File: config.mk
export PLATFORM = sky130hd
export DESIGN_NAME = button_debounce_long_press
export DESIGN_NICKNAME = d
export VERILOG_FILES = /design/src/sv/bdlp_pkg.sv /design/src/sv/bdlp_lane.sv /design/src/sv/button_debounce_long_press.sv
export SDC_FILE = /design/constraint.sdc
export NUM_CORES = 1
export LEC_CHECK = 0
export BUFFER_PORTS_ARGS = -buffer_cell sky130_fd_sc_hd__buf_2
export CELL_PAD_IN_SITES_DETAIL_PLACEMENT = 0
export CELL_PAD_IN_SITES_GLOBAL_PLACEMENT = 1
export CORE_UTILIZATION = 50
export CTS_CLUSTER_SIZE = 14
export DETAILED_ROUTE_END_ITERATION = 10
export PLACE_DENSITY = 0.89
export REMOVE_ABC_BUFFERS = 1
export SLEW_MARGIN = 20
export SYNTH_ARGS = -nofsm -noshare
export SYNTH_HDL_FRONTEND = slang
export SYNTH_SLANG_ARGS = --single-unit
File: constraint.sdc
create_clock -name i_clk -period 6.65 [get_ports i_clk]
set_clock_uncertainty 0.15 [all_clocks]
set_input_delay 1.33 -clock i_clk [delete_from_list [all_inputs] [get_ports i_clk]]
set_output_delay 1.33 -clock i_clk [all_outputs]
set_load 0.02 [all_outputs]
File: src/sv/bdlp_pkg.sv
// Shared types and constants for the button debounce and long-press block.
package bdlp_pkg;

    localparam int RAW_W     = 4;
    localparam int IDXF_W    = 4;
    localparam int LEVELS_W  = 4;
    localparam int LIMIT_W   = 16;
    localparam int CFG_IDX_W = 1;
    localparam int CFG_DAT_W = 16;

    localparam logic [LIMIT_W-1:0] LIMIT_RESET = 16'd300;
    localparam logic               LEVEL_RESET = 1'b0;

    typedef enum logic [2:0] {
        OP_TICK       = 3'd0,
        OP_RC_PRESS   = 3'd1,
        OP_RC_LREL    = 3'd2,
        OP_READ_LEVEL = 3'd3,
        OP_READ_HELD  = 3'd4
    } t_opcode;

    typedef enum logic [CFG_IDX_W-1:0] {
        CFG_LONG_PRESS_TICKS = 1'd0,
        CFG_PRESSED_LEVEL    = 1'd1
    } t_cfg_index;

    typedef struct packed {
        logic stable;
        logic press;
        logic lrel;
        logic held;
    } t_lane_status;

endpackage

File: src/sv/bdlp_lane.sv
// Per-button sample history, debounced level, hold counter and event flags.
module bdlp_lane (
    input  logic                            i_clk,
    input  logic                            i_rst_n,
    input  logic                            i_tick,
    input  logic                            i_pressed,
    input  logic [bdlp_pkg::LIMIT_W-1:0]    i_limit,
    input  logic                            i_clr_press,
    input  logic                            i_clr_lrel,
    output bdlp_pkg::t_lane_status          o_status,
    output logic                            o_stable_next
);

    logic                           r_sn, r_sm, r_stable, r_press, r_lrel, r_held;
    logic                           n_sn, n_sm, n_stable, n_press, n_lrel, n_held;
    logic [bdlp_pkg::LIMIT_W-1:0]   r_cnt, n_cnt;
    logic                           agree;

    // the incoming sample, r_sn and r_sm are the newest, middle and oldest
    // samples before the shift
    always_comb begin
        n_sn     = r_sn;
        n_sm     = r_sm;
        n_stable = r_stable;
        n_press  = r_press;
        n_lrel   = r_lrel;
        n_held   = r_held;
        n_cnt    = r_cnt;
        agree    = (i_pressed == r_sn) && (i_pressed == r_sm);
        if (i_tick) begin
            n_sm     = r_sn;
            n_sn     = i_pressed;
            n_press  = r_press | (agree & i_pressed & ~r_stable);
            n_stable = agree ? i_pressed : r_stable;
            if (n_stable) begin
                if (r_cnt < i_limit) begin
                    n_cnt = r_cnt + bdlp_pkg::LIMIT_W'(1);
                end else begin
                    n_held = 1'b1;
                end
            end else begin
                n_lrel  = r_held;
                n_press = 1'b0;
                n_cnt   = '0;
                n_held  = 1'b0;
            end
        end
        if (i_clr_press) begin
            n_press = 1'b0;
        end
        if (i_clr_lrel) begin
            n_lrel = 1'b0;
        end
    end

    always_ff @(posedge i_clk) begin
        if (!i_rst_n) begin
            r_sn     <= 1'b0;
            r_sm     <= 1'b0;
            r_stable <= 1'b0;
            r_press  <= 1'b0;
            r_lrel   <= 1'b0;
            r_held   <= 1'b0;
            r_cnt    <= '0;
        end else begin
            r_sn     <= n_sn;
            r_sm     <= n_sm;
            r_stable <= n_stable;
            r_press  <= n_press;
            r_lrel   <= n_lrel;
            r_held   <= n_held;
            r_cnt    <= n_cnt;
        end
    end

    assign o_status.stable = r_stable;
    assign o_status.press  = r_press;
    assign o_status.lrel   = r_lrel;
    assign o_status.held   = r_held;
    assign o_stable_next   = n_stable;

    a_held_needs_stable: assert property (@(posedge i_clk) disable iff (!i_rst_n)
        r_held |-> r_stable) else $error("long-held set on a released button");
    a_press_needs_stable: assert property (@(posedge i_clk) disable iff (!i_rst_n)
        r_press |-> r_stable) else $error("press pending on a released button");

endmodule

File: src/sv/button_debounce_long_press.sv
// Multi-button three-sample debouncer with long-press detection and query interface.
//
// Input channel (i_in_valid / o_in_ready) carries one transaction per item: an
// opcode, the raw pin levels (used by a tick) and a button index (used by queries).
// Output channel (o_out_valid / i_out_ready) returns one result per item: the
// query answer, an invalid-index mark and the debounced level of buttons 0 to 3.
// State updates at the accepting edge; the result sits in an output register and
// is valid the next cycle; throughput is one item per cycle while the receiver
// does not stall. The single output register sets this rate: a new item is
// taken when the register is empty or is being emptied in the same cycle.
// When the receiver stalls, the result holds and o_in_ready drops until it is
// taken. Reset (synchronous, active low) clears all sample, level, flag and
// counter state, sets long_press_ticks to 300 and pressed_level to 0 (active
// low), and empties the output register. Configuration writes through
// i_cfg_we / i_cfg_index / i_cfg_data take effect at the next edge.
module button_debounce_long_press #(
    parameter int BUTTON_COUNT = 4
) (
    input  logic                                i_clk,
    input  logic                                i_rst_n,
    input  logic                                i_in_valid,
    output logic                                o_in_ready,
    input  logic [2:0]                          i_opcode,
    input  logic [bdlp_pkg::RAW_W-1:0]          i_raw_levels,
    input  logic [bdlp_pkg::IDXF_W-1:0]         i_button_index,
    output logic                                o_out_valid,
    input  logic                                i_out_ready,
    output logic                                o_answer,
    output logic                                o_index_invalid,
    output logic [bdlp_pkg::LEVELS_W-1:0]       o_debounced_levels,
    input  logic                                i_cfg_we,
    input  logic [bdlp_pkg::CFG_IDX_W-1:0]      i_cfg_index,
    input  logic [bdlp_pkg::CFG_DAT_W-1:0]      i_cfg_data
);

    localparam int IDX_W = (BUTTON_COUNT > 1) ? $clog2(BUTTON_COUNT) : 1;
    localparam int PAD_N = 2 ** IDX_W;

    logic [bdlp_pkg::LIMIT_W-1:0]   r_limit;
    logic                           r_level;
    logic                           r_out_valid;
    logic                           r_answer, n_answer;
    logic                           r_invalid, n_invalid;
    logic [bdlp_pkg::LEVELS_W-1:0]  r_levels, n_levels;

    logic                           accept;
    logic                           idx_ok;
    logic [IDX_W-1:0]               sel;
    logic                           is_tick, is_rc_press, is_rc_lrel;
    logic [PAD_N-1:0]               v_stable, v_press, v_lrel, v_held;
    logic [BUTTON_COUNT-1:0]        stable_next;

    assign o_in_ready = !r_out_valid || i_out_ready;
    assign accept     = i_in_valid && o_in_ready;
    assign idx_ok     = {1'b0, i_button_index} < 5'(BUTTON_COUNT);
    assign sel        = i_button_index[IDX_W-1:0];

    always_comb begin
        is_tick     = 1'b0;
        is_rc_press = 1'b0;
        is_rc_lrel  = 1'b0;
        n_answer    = 1'b0;
        n_invalid   = 1'b0;
        case (i_opcode)
            bdlp_pkg::OP_TICK: begin
                is_tick = 1'b1;
            end
            bdlp_pkg::OP_RC_PRESS: begin
                is_rc_press = idx_ok;
                n_answer    = idx_ok && v_press[sel];
                n_invalid   = !idx_ok;
            end
            bdlp_pkg::OP_RC_LREL: begin
                is_rc_lrel = idx_ok;
                n_answer   = idx_ok && v_lrel[sel];
                n_invalid  = !idx_ok;
            end
            bdlp_pkg::OP_READ_LEVEL: begin
                n_answer  = idx_ok && v_stable[sel];
                n_invalid = !idx_ok;
            end
            bdlp_pkg::OP_READ_HELD: begin
                n_answer  = idx_ok && v_held[sel];
                n_invalid = !idx_ok;
            end
            default: begin
                n_answer  = 1'b0;
                n_invalid = 1'b0;
            end
        endcase
    end

    genvar g;
    generate
        for (g = 0; g < PAD_N; g++) begin : g_lane
            if (g < BUTTON_COUNT) begin : g_used
                logic                   raw_bit;
                bdlp_pkg::t_lane_status status;
                if (g < bdlp_pkg::RAW_W) begin : g_raw
                    assign raw_bit = i_raw_levels[g];
                end else begin : g_noraw
                    assign raw_bit = 1'b0;
                end
                bdlp_lane u_lane (
                    .i_clk         (i_clk),
                    .i_rst_n       (i_rst_n),
                    .i_tick        (accept && is_tick),
                    .i_pressed     (~(raw_bit ^ r_level)),
                    .i_limit       (r_limit),
                    .i_clr_press   (accept && is_rc_press && (sel == IDX_W'(g))),
                    .i_clr_lrel    (accept && is_rc_lrel && (sel == IDX_W'(g))),
                    .o_status      (status),
                    .o_stable_next (stable_next[g])
                );
                assign v_stable[g] = status.stable;
                assign v_press[g]  = status.press;
                assign v_lrel[g]   = status.lrel;
                assign v_held[g]   = status.held;
            end else begin : g_pad
                assign v_stable[g] = 1'b0;
                assign v_press[g]  = 1'b0;
                assign v_lrel[g]   = 1'b0;
                assign v_held[g]   = 1'b0;
            end
        end
        for (g = 0; g < bdlp_pkg::LEVELS_W; g++) begin : g_lvl
            if (g < BUTTON_COUNT) begin : g_on
                assign n_levels[g] = stable_next[g];
            end else begin : g_off
                assign n_levels[g] = 1'b0;
            end
        end
    endgenerate

    always_ff @(posedge i_clk) begin
        if (!i_rst_n) begin
            r_limit     <= bdlp_pkg::LIMIT_RESET;
            r_level     <= bdlp_pkg::LEVEL_RESET;
            r_out_valid <= 1'b0;
        end else begin
            if (i_cfg_we) begin
                case (i_cfg_index)
                    bdlp_pkg::CFG_LONG_PRESS_TICKS: r_limit <= i_cfg_data;
                    bdlp_pkg::CFG_PRESSED_LEVEL:    r_level <= i_cfg_data[0];
                    default: begin
                    end
                endcase
            end
            if (accept) begin
                r_out_valid <= 1'b1;
            end else if (i_out_ready) begin
                r_out_valid <= 1'b0;
            end
        end
    end

    always_ff @(posedge i_clk) begin
        if (accept) begin
            r_answer  <= n_answer;
            r_invalid <= n_invalid;
            r_levels  <= n_levels;
        end
    end

    assign o_out_valid        = r_out_valid;
    assign o_answer           = r_answer;
    assign o_index_invalid    = r_invalid;
    assign o_debounced_levels = r_levels;

    a_no_answer_on_invalid: assert property (@(posedge i_clk) disable iff (!i_rst_n)
        r_out_valid |-> !(r_answer && r_invalid))
        else $error("answer raised together with invalid index");
    a_stall_blocks_input: assert property (@(posedge i_clk) disable iff (!i_rst_n)
        (r_out_valid && !i_out_ready) |-> !o_in_ready)
        else $error("transaction taken while result stalled");
    a_accept_fills_output: assert property (@(posedge i_clk) disable iff (!i_rst_n)
        accept |=> r_out_valid)
        else $error("accepted transaction produced no result");
    a_tick_answer_zero: assert property (@(posedge i_clk) disable iff (!i_rst_n)
        (accept && is_tick) |=> (!r_answer && !r_invalid))
        else $error("tick produced a nonzero answer");

endmodule
==> flow_summary.json, run 1 <==
{
  "status": "finished, final reports clean",
  "crit_type": "input port to register",
  "timing.final.crit_share": 0.561,
  "grt_pass1_vias": 6317,
  "cts_buffers": 9,
  "ys_warn_count": 0,
  "maxSlewHeadroom": 0.447,
  "synth_area_leaders": "dfxtp_1, ha_1, nand2_1",
  "dp_hpwl_microns": 13700,
  "syn_area_per_cell_sq_um": 8.18,
  "clkLatencyLatePin_ns": 0.36,
  "grt_pass1_wl_microns": 31400,
  "postCtsSetupBuffers": 0,
  "wl_per_cell_microns": 18.3,
  "fin_cells": 1041,
  "reg2regPathDepth": 8,
  "slew_viol_final": 0,
  "tns_ns": 0,
  "max_freq_mhz": 268,
  "antenna-diode-count": 0,
  "reg2reg_from": "r_limit[14]$_SDFFE_PN0P_",
  "cts-root-buf": "clkbuf_16",
  "cp-end-kind": "register",
  "maxCapViolations": 0,
  "grt_overflow": 0,
  "num_rows": 42,
  "cts.sinks": 112,
  "crit_path_max_fanout": 28,
  "dp.cells": 1025,
  "cts_hold_buf": 0,
  "grt_setup_unrepaired": "no",
  "area_delta_synth_final_pct": 8.60,
  "critPathArrivalTime_ns": 3.87,
  "hold_depth": 2,
  "final_core_util": 0.562,
  "whs_endpoint": "r_limit[14]$_SDFFE_PN0P_",
  "finalCriticalPeriod_ns": 3.73,
  "start_util": 0.518,
  "drt_pass1_iterations": 5,
  "synth_top_area_share": 0.307,
  "final_nets": 957,
  "antenna_found_initial": 0,
  "core_sq_mm": 0.0133,
  "antenna_left": 0,
  "routed_wirelength_microns": 19000,
  "cts_max_level": 3,
  "hp-start": "r_limit[14]$_SDFFE_PN0P_",
  "cts.repair.resized": 0,
  "ir_drop_mv": 0.136,
  "clkTransAtPathRegs_ns": 0.07,
  "drc": 0,
  "synth_cell_types": 66,
  "rr_endpoint": "g_lane[1].g_used.u_lane.r_cnt[14]$_SDFFE_PN0P_",
  "synth_commonest_cells": "dfxtp_1, nand2_1, a21oi_1",
  "ys_ff_latch": 112,
  "synth_enable_flop_cells": 6,
  "yosysSeqAreaShare": 0.333,
  "place_congestion": 0.830,
  "clockBufferDepth": 2,
  "netlist_area_sq_mm": 0.00691,
  "viasPerCell": 6.42,
  "track_usage": 0.277,
  "reg2reg_slack_ns": 3.51,
  "totalPowerFinal_mw": 1.34,
  "dieHeight_microns": 120,
  "port_buffers": 40,
  "vias": 6679,
  "cp-start-kind": "input port",
  "drive_gt1_frac": 0.0890,
  "worst_pin_slew_ns": 0.830,
  "yosysTopAreaCell": "dfxtp_1",
  "min_path_type": "register to register",
  "grt_max_degree": 41,
  "die_w_microns": 120,
  "synthArstFlopShare": 0,
  "cp.required_ns": 6.79,
  "cts_tree": "done",
  "synthCells": 845,
  "drtIter0Drc": 637,
  "synth_top_flop_cell": "dfxtp_1",
  "p_leak_nw": 2.82,
  "die_area_sq_mm": 0.0143,
  "finalSetupViolCount": 0,
  "power.density_mw_per_mm2": 179,
  "io-pin-count": 41,
  "hold_viol": 0
}
-- metal layers --
metal | GRT usage | up-vias | share of wire | routed length (microns)
met5 | 0 | - | 0 | 0
met4 | 0.107 | 0 | 0.023 | 437
met3 | 0.0404 | 31 | 0.058 | 1110
met2 | 0.467 | 216 | 0.48 | 9140
met1 | 0.355 | 3221 | 0.44 | 8350
li1 | - | 3211 | - | -
-- report_power, final --
part | total, mW | internal, mW | leakage (nW) | switching [mW]
Combinational | 0.117 | 0.0372 | 1.77 | 0.0794
Clock | 0.534 | 0.286 | 0.137 | 0.247
Sequential | 0.692 | 0.686 | 0.917 | 0.00631
Total | 1.34 | 1.01 | 2.82 | 0.333
-- cells by family after synthesis --
family | share of synthesized area
AOI/OAI and AO/OA | 0.210
xor gates and xnor gates | 0.00761
adders and majority gates | 0.116
buffers and inverters | 0.0425
DFF | 0.333
muxes | 0.0275
and+or+nand+nor | 0.264
-- layout by cell type, fill, tap and decap left out, drive strengths merged, types with 10 or more instances in the layout --
cell / count
o31ai: 17
o41ai: 12
nand2: 106
a21oi: 76
buf: 47
inv: 34
o211ai: 16
mux2i: 10
o21ai: 31
a31oi: 10
nand3: 50
dfxtp: 106
ha: 64
or4: 26
nand2b: 16
nor2: 49
nor3: 16
nand4: 16
or3: 13
nor4: 13
and3: 11
clkbuf: 16
-- stage by stage --
stage	instance area [sq um]	hold slack [ns]	setup slack, ns
6_report	7500	0.306	2.92
3_3_place_gp	7220	0.295	2.64
4_1_cts	7500	0.309	2.92
3_5_place_dp	7220	0.299	2.54
2_1_floorplan	6740	0.286	2.38
5_1_grt	7500	0.325	2.72
-- state kept, by name, indices dropped and copies added, names as in the netlist --
signal,flops
o_answer,1
g_lane.g_used.u_lane.r_lrel,4
o_out_valid,1
g_lane.g_used.u_lane.r_held,4
r_level,1
g_lane.g_used.u_lane.r_press,4
g_lane.g_used.u_lane.r_cnt,64
g_lane.g_used.u_lane.r_sn,4
g_lane.g_used.u_lane.r_sm,4
o_index_invalid,1
g_lane.g_used.u_lane.r_stable,4
o_debounced_levels,4
r_limit,16
-- critical path, cell delays in order --
cell and delay, ns:
buf_2 0.13, nor2_2 0.17, nand4b_2 0.65, or2_2 0.64, a2111oi_2 0.31, or3b_2 0.48
a21oi_1 0.16
-- final cells by class --
cell class                 instances  area, sq um
timing repair buffer              47          253
clock buffer                      16          282
inverter                          34          128
tap                              176          220
sequential                       112         2300
fill                            1280         5840
multi-input combinational        656         4320
-- how the worst max path moves through the flow --
stage                           start                                             end  slack (ns)  cells after the start
after floorplan           i_out_ready  g_lane[1].g_used.u_lane.r_cnt[10]$_SDFFE_PN0P_        2.38                      6
after global placement    i_opcode[0]  g_lane[1].g_used.u_lane.r_cnt[12]$_SDFFE_PN0P_        2.64                      7
after detailed placement  i_opcode[0]  g_lane[1].g_used.u_lane.r_cnt[10]$_SDFFE_PN0P_        2.54                      7
after CTS                 i_opcode[0]  g_lane[1].g_used.u_lane.r_cnt[10]$_SDFFE_PN0P_        2.92                      7
after global routing      i_opcode[0]  g_lane[1].g_used.u_lane.r_cnt[12]$_SDFFE_PN0P_        2.72                      7
final                     i_opcode[0]  g_lane[1].g_used.u_lane.r_cnt[12]$_SDFFE_PN0P_        2.92                      7
No activity file was read; power rests on OpenSTA's default activity.
==> inputs of run 2 (changes only) <==
--- a/config.mk
+++ b/config.mk
@@ -8,10 +8,10 @@
 export BUFFER_PORTS_ARGS = -buffer_cell sky130_fd_sc_hd__buf_2
 export CELL_PAD_IN_SITES_DETAIL_PLACEMENT = 0
 export CELL_PAD_IN_SITES_GLOBAL_PLACEMENT = 1
-export CORE_UTILIZATION = 50
+export CORE_UTILIZATION = 42
 export CTS_CLUSTER_SIZE = 14
 export DETAILED_ROUTE_END_ITERATION = 10
-export PLACE_DENSITY = 0.89
+export PLACE_DENSITY = 0.8
 export REMOVE_ABC_BUFFERS = 1
 export SLEW_MARGIN = 20
 export SYNTH_ARGS = -nofsm -noshare
==> constraint.sdc (replaced) <==
create_clock -name i_clk -period 3.1 [get_ports i_clk]
set_clock_uncertainty 0.15 [all_clocks]
set_input_delay 0.62 -clock i_clk [delete_from_list [all_inputs] [get_ports i_clk]]
set_output_delay 0.62 -clock i_clk [all_outputs]
set_load 0.02 [all_outputs]
==> flow_summary.json, run 2 (synthesis results as in run 1) <==
{
  "place_area_sq_mm": 0.00749,
  "cp.required_ns": 3.20,
  "start_util": 0.432,
  "cts-root-buf": "clkbuf_16",
  "grt_setup_unrepaired": "no",
  "antenna_left": 0,
  "ir_drop_mv": 0.283,
  "crit_path_max_fanout": 22,
  "postLayoutCellArea_sq_mm": 0.00778,
  "drc": 0,
  "status": "finished, final reports clean",
  "cts_hold_buf": 0,
  "timing.final.crit_share": 0.949,
  "cp_slowest_stage_delay_ns": 0.58,
  "multiInputGateArea_sq_mm": 0.00431,
  "dp.cells": 1093,
  "drtIter0Drc": 420,
  "wl_per_cell_microns": 17.0,
  "hold_viol": 0,
  "grt_max_degree": 46,
  "final_cell_mix": "nand2_1, dfxtp_1, a21oi_1",
  "crit_type": "register to register",
  "grt_pass1_wl_microns": 31100,
  "routed_wirelength_microns": 18900,
  "drt_pass1_iterations": 5,
  "worst_pin_slew_ns": 0.819,
  "crit_chain": "inv_1 > ha_1 > nand4_1 > nor3_1 > or4_1 > a21o_1 > or3_1 > o41ai_1",
  "ff_latch_area_sq_mm": 0.00230,
  "place_congestion": 0.834,
  "finalSetupViolCount": 0,
  "cts_max_level": 3,
  "fillers": 1618,
  "min_path_type": "register to register",
  "regMostFlops": "g_lane.g_used.u_lane.r_cnt",
  "port_buffers": 40,
  "viasPerCell": 5.82,
  "postCtsSetupBuffers": 0,
  "fin_cells": 1109,
  "drive_gt1_frac": 0.116,
  "totalPowerFinal_mw": 2.95,
  "core_sq_mm": 0.0160,
  "cts_tree": "done",
  "power.density_mw_per_mm2": 379,
  "cp_slowest_cell": "or4_1",
  "clkTransAtPathRegs_ns": 0.07,
  "clockBufferDepth": 2,
  "clkLatencyLatePin_ns": 0.36,
  "top_regs": "g_lane.g_used.u_lane.r_cnt (64), r_limit (16)",
  "grt_overflow": 0,
  "vias": 6451,
  "max_freq_mhz": 340,
  "antenna-diode-count": 0,
  "p_leak_nw": 2.97,
  "cts_buffers": 9,
  "dp_hpwl_microns": 14200,
  "maxCapViolations": 0,
  "area_delta_synth_final_pct": 12.7,
  "cp-end-kind": "register",
  "track_usage": 0.239,
  "antenna_found_initial": 0,
  "finalWorstSetupSlack_ns": 0.158,
  "cp-start-kind": "register",
  "cts.sinks": 112,
  "slew_viol_final": 0,
  "dieHeight_microns": 130,
  "grt_pass1_vias": 5988,
  "reg2regPathDepth": 8,
  "critPathArrivalTime_ns": 3.05,
  "hold_depth": 2,
  "dp_slack_ns": 0.200,
  "cts.repair.resized": 0,
  "largest_reg_flops": 64,
  "die_area_sq_mm": 0.0170,
  "io-pin-count": 41,
  "die_w_microns": 130,
  "finalCriticalPeriod_ns": 2.94,
  "num_rows": 46,
  "maxSlewHeadroom": 0.454,
  "final_nets": 985
}
## run 2: cell count changes in the layout (fill, tap and decap cells not counted), sizes merged
| cell | change |
|---|---|
| buf | +28 |
| bufinv | +1 |
| clkbuf | -3 |
| clkinvlp | +2 |
## run 2: where the power goes
group	switching, mW	total, mW	internal [mW]
logic	0.172	0.266	0.0938
clock network	0.552	1.20	0.652
registers	0.0126	1.48	1.47
## run 2: worst paths after layout
check / startpoint / end / slack (ns)
min reg2reg: r_limit[11]$_SDFFE_PN0P_ / r_limit[11]$_SDFFE_PN0P_ / 0.30
max reg2reg: r_limit[13]$_SDFFE_PN0P_ / g_lane[1].g_used.u_lane.r_cnt[14]$_SDFFE_PN0P_ / 0.16
min: r_limit[11]$_SDFFE_PN0P_ / r_limit[11]$_SDFFE_PN0P_ / 0.30
max: r_limit[13]$_SDFFE_PN0P_ / g_lane[1].g_used.u_lane.r_cnt[14]$_SDFFE_PN0P_ / 0.16
## run 2: stage by stage
stage	setup TNS (ns)	hold slack [ns]	utilization
after floorplan	-8.06	0.286	-
after global placement	0	0.292	0.468
after detailed placement	0	0.296	0.468
after CTS	0	0.306	0.487
after global routing	0	0.326	0.487
final	0	0.305	0.487
## run 2: layout make-up
type	count	share of cell area
clock buffer	13	0.0321
inverter	34	0.0164
multi-input combinational	656	0.554
clock inverter	3	0.00579
timing repair buffer	75	0.0611
sequential	112	0.296
tap	216	0.0347
## run 2: layer usage
metal,track usage,vias up,part of all wire
met4,0.0711,0,0.024
met1,0.319,3052,0.49
met5,0,-,0
met2,0.390,110,0.46
li1,-,3261,-
met3,0.0443,28,0.032
## run 2: critical path, delay by kind of cell (launching register included)
| family | cells | cell delay (ns) |
|---|---|---|
| AO/OA/AOI/OAI | 2 | 0.70 |
| adder cells (fa/ha/maj) | 1 | 0.32 |
| buffers and inverters | 1 | 0.10 |
| flip-flops | 1 | 0.33 |
| AND/OR/NAND/NOR | 4 | 1.22 |
==> inputs of run 3 (changes only) <==
--- a/config.mk
+++ b/config.mk
@@ -11,7 +11,7 @@
 export CORE_UTILIZATION = 42
 export CTS_CLUSTER_SIZE = 14
 export DETAILED_ROUTE_END_ITERATION = 10
-export PLACE_DENSITY = 0.8
+export PLACE_DENSITY_LB_ADDON = 0.1
 export REMOVE_ABC_BUFFERS = 1
 export SLEW_MARGIN = 20
 export SYNTH_ARGS = -nofsm -noshare
==> flow_summary.json, run 3 (synthesis results as in run 1) <==
{
  "drt-met1-wl_microns": 9670,
  "port_buffers": 40,
  "antenna-diode-count": 0,
  "num_rows": 46,
  "crit_type": "register to register",
  "crit_path_max_fanout": 4,
  "timing.final.crit_share": 0.930,
  "track_usage": 0.254,
  "drtIter0Drc": 467,
  "top_layer_used": "met4",
  "grt_max_degree": 70,
  "clkTransAtPathRegs_ns": 0.07,
  "crit_chain": "inv_1 > ha_1 > a21oi_1 > nor3_1 > or4_1 > a2111oi_2 > or3b_2 > a21oi_1",
  "cp.buffers_inverters": 1,
  "met2_length_microns": 9290,
  "antenna_left": 0,
  "final_nets": 975,
  "worst_pin_slew_ns": 0.794,
  "die_area_sq_mm": 0.0170,
  "cpMostUsedCell": "a21oi_1",
  "cts_hold_buf": 0,
  "cp_slowest_cell": "or4_1",
  "final_cell_mix": "nand2_1, dfxtp_1, a21oi_1",
  "grt_overflow": 0,
  "crit_family": "simple AND/OR/NAND/NOR gates",
  "cp.required_ns": 3.24,
  "viasPerCell": 6.05,
  "drc": 0,
  "clkLatencyLatePin_ns": 0.36,
  "cts_tree": "done",
  "hold_viol": 0,
  "finalSetupViolCount": 0,
  "max_freq_mhz": 347,
  "power.density_mw_per_mm2": 379,
  "die_w_microns": 130,
  "whs_ns": 0.306,
  "finalCriticalPeriod_ns": 2.88,
  "finalWorstSetupSlack_ns": 0.216,
  "cts_max_level": 3,
  "cp-start-kind": "register",
  "antenna_found_initial": 0,
  "grt_pass1_wl_microns": 32800,
  "top_regs": "g_lane.g_used.u_lane.r_cnt (64), r_limit (16)",
  "dp_hpwl_microns": 15000,
  "p_leak_nw": 2.92,
  "maxCapViolations": 0,
  "status": "finished, final reports clean",
  "critPathArrivalTime_ns": 3.02,
  "min_path_type": "register to register",
  "start_util": 0.432,
  "cp-end-kind": "register",
  "core_sq_mm": 0.0160,
  "grt_pass1_vias": 6204,
  "routed_wirelength_microns": 20400,
  "clockBufferDepth": 2,
  "cts.sinks": 112,
  "drive_gt1_frac": 0.109,
  "fillers": 1619,
  "cts-root-buf": "clkbuf_16",
  "largest_reg_flops": 64,
  "wl_per_cell_microns": 18.6,
  "cp_slowest_stage_delay_ns": 0.58,
  "io-pin-count": 41,
  "vias": 6648,
  "area_delta_synth_final_pct": 11.5,
  "regMostFlops": "g_lane.g_used.u_lane.r_cnt",
  "dieHeight_microns": 130,
  "ir_drop_mv": 0.258,
  "maxSlewHeadroom": 0.471,
  "drt_pass1_iterations": 5,
  "slew_viol_final": 0,
  "final_core_util": 0.481,
  "dp_slack_ns": 0.126,
  "cts_buffers": 9,
  "place_congestion": 0.874,
  "wl_met3_microns": 909,
  "grt_setup_unrepaired": "no"
}
-- run 3: worst min-delay path, cell delays in order, from the launching register on --
cell and delay (ns):
dfxtp_1 0.31, nand2_1 0.05, a21oi_1 0.05
-- run 3: final timing paths --
kind / slack, ns / end / from / cells after the start
setup / recovery: 0.22 / g_lane[1].g_used.u_lane.r_cnt[10]$_SDFFE_PN0P_ / r_limit[9]$_SDFFE_PN0P_ / 8
hold / removal: 0.31 / r_limit[13]$_SDFFE_PN0P_ / r_limit[13]$_SDFFE_PN0P_ / 2
setup reg to reg: 0.22 / g_lane[1].g_used.u_lane.r_cnt[10]$_SDFFE_PN0P_ / r_limit[9]$_SDFFE_PN0P_ / 8
hold reg to reg: 0.31 / r_limit[13]$_SDFFE_PN0P_ / r_limit[13]$_SDFFE_PN0P_ / 2
-- run 3: stage by stage --
stage          std cells  cell area (sq um)  TNS (ns)  power [mW]
2_1_floorplan        802               6740     -8.06        1.66
3_3_place_gp        1083               7410         0        1.77
3_5_place_dp        1083               7410         0        1.78
4_1_cts             1099               7700         0        2.95
5_1_grt             1099               7700         0        3.04
6_report            1099               7700         0        2.92
-- run 3: where the power goes --
group / internal [mW] / leakage, nW / switching, mW
Sequential: 1.47 / 0.917 / 0.0144
Combinational: 0.0900 / 1.86 / 0.173
Clock: 0.614 / 0.143 / 0.554
Total: 2.18 / 2.92 / 0.742
-- run 3: repair_timing --
action / in CTS / in global routing
gates resized for setup: 0 / 1
endpoints found under the setup margin: 0 / 3
buffers inserted: 0 / 0
-- run 3: area by class of cell --
class,instances,area (sq um),share of cell area
multi-input cells,656,4320,0.560
flip-flops and latches,112,2300,0.299
repair buffers,65,400,0.0520
clock buffers,14,274,0.0356
well taps,216,270,0.0351
inverters,34,128,0.0166
clock inverters,2,13.8,0.00179
-- run 3: layer usage --
| metal | global-route usage | up-vias |
|---|---|---|
| met5 | 0 | - |
| met2 | 0.408 | 148 |
| met4 | 0.0923 | 0 |
| met3 | 0.0431 | 35 |
| li1 | - | 3236 |
| met1 | 0.341 | 3229 |
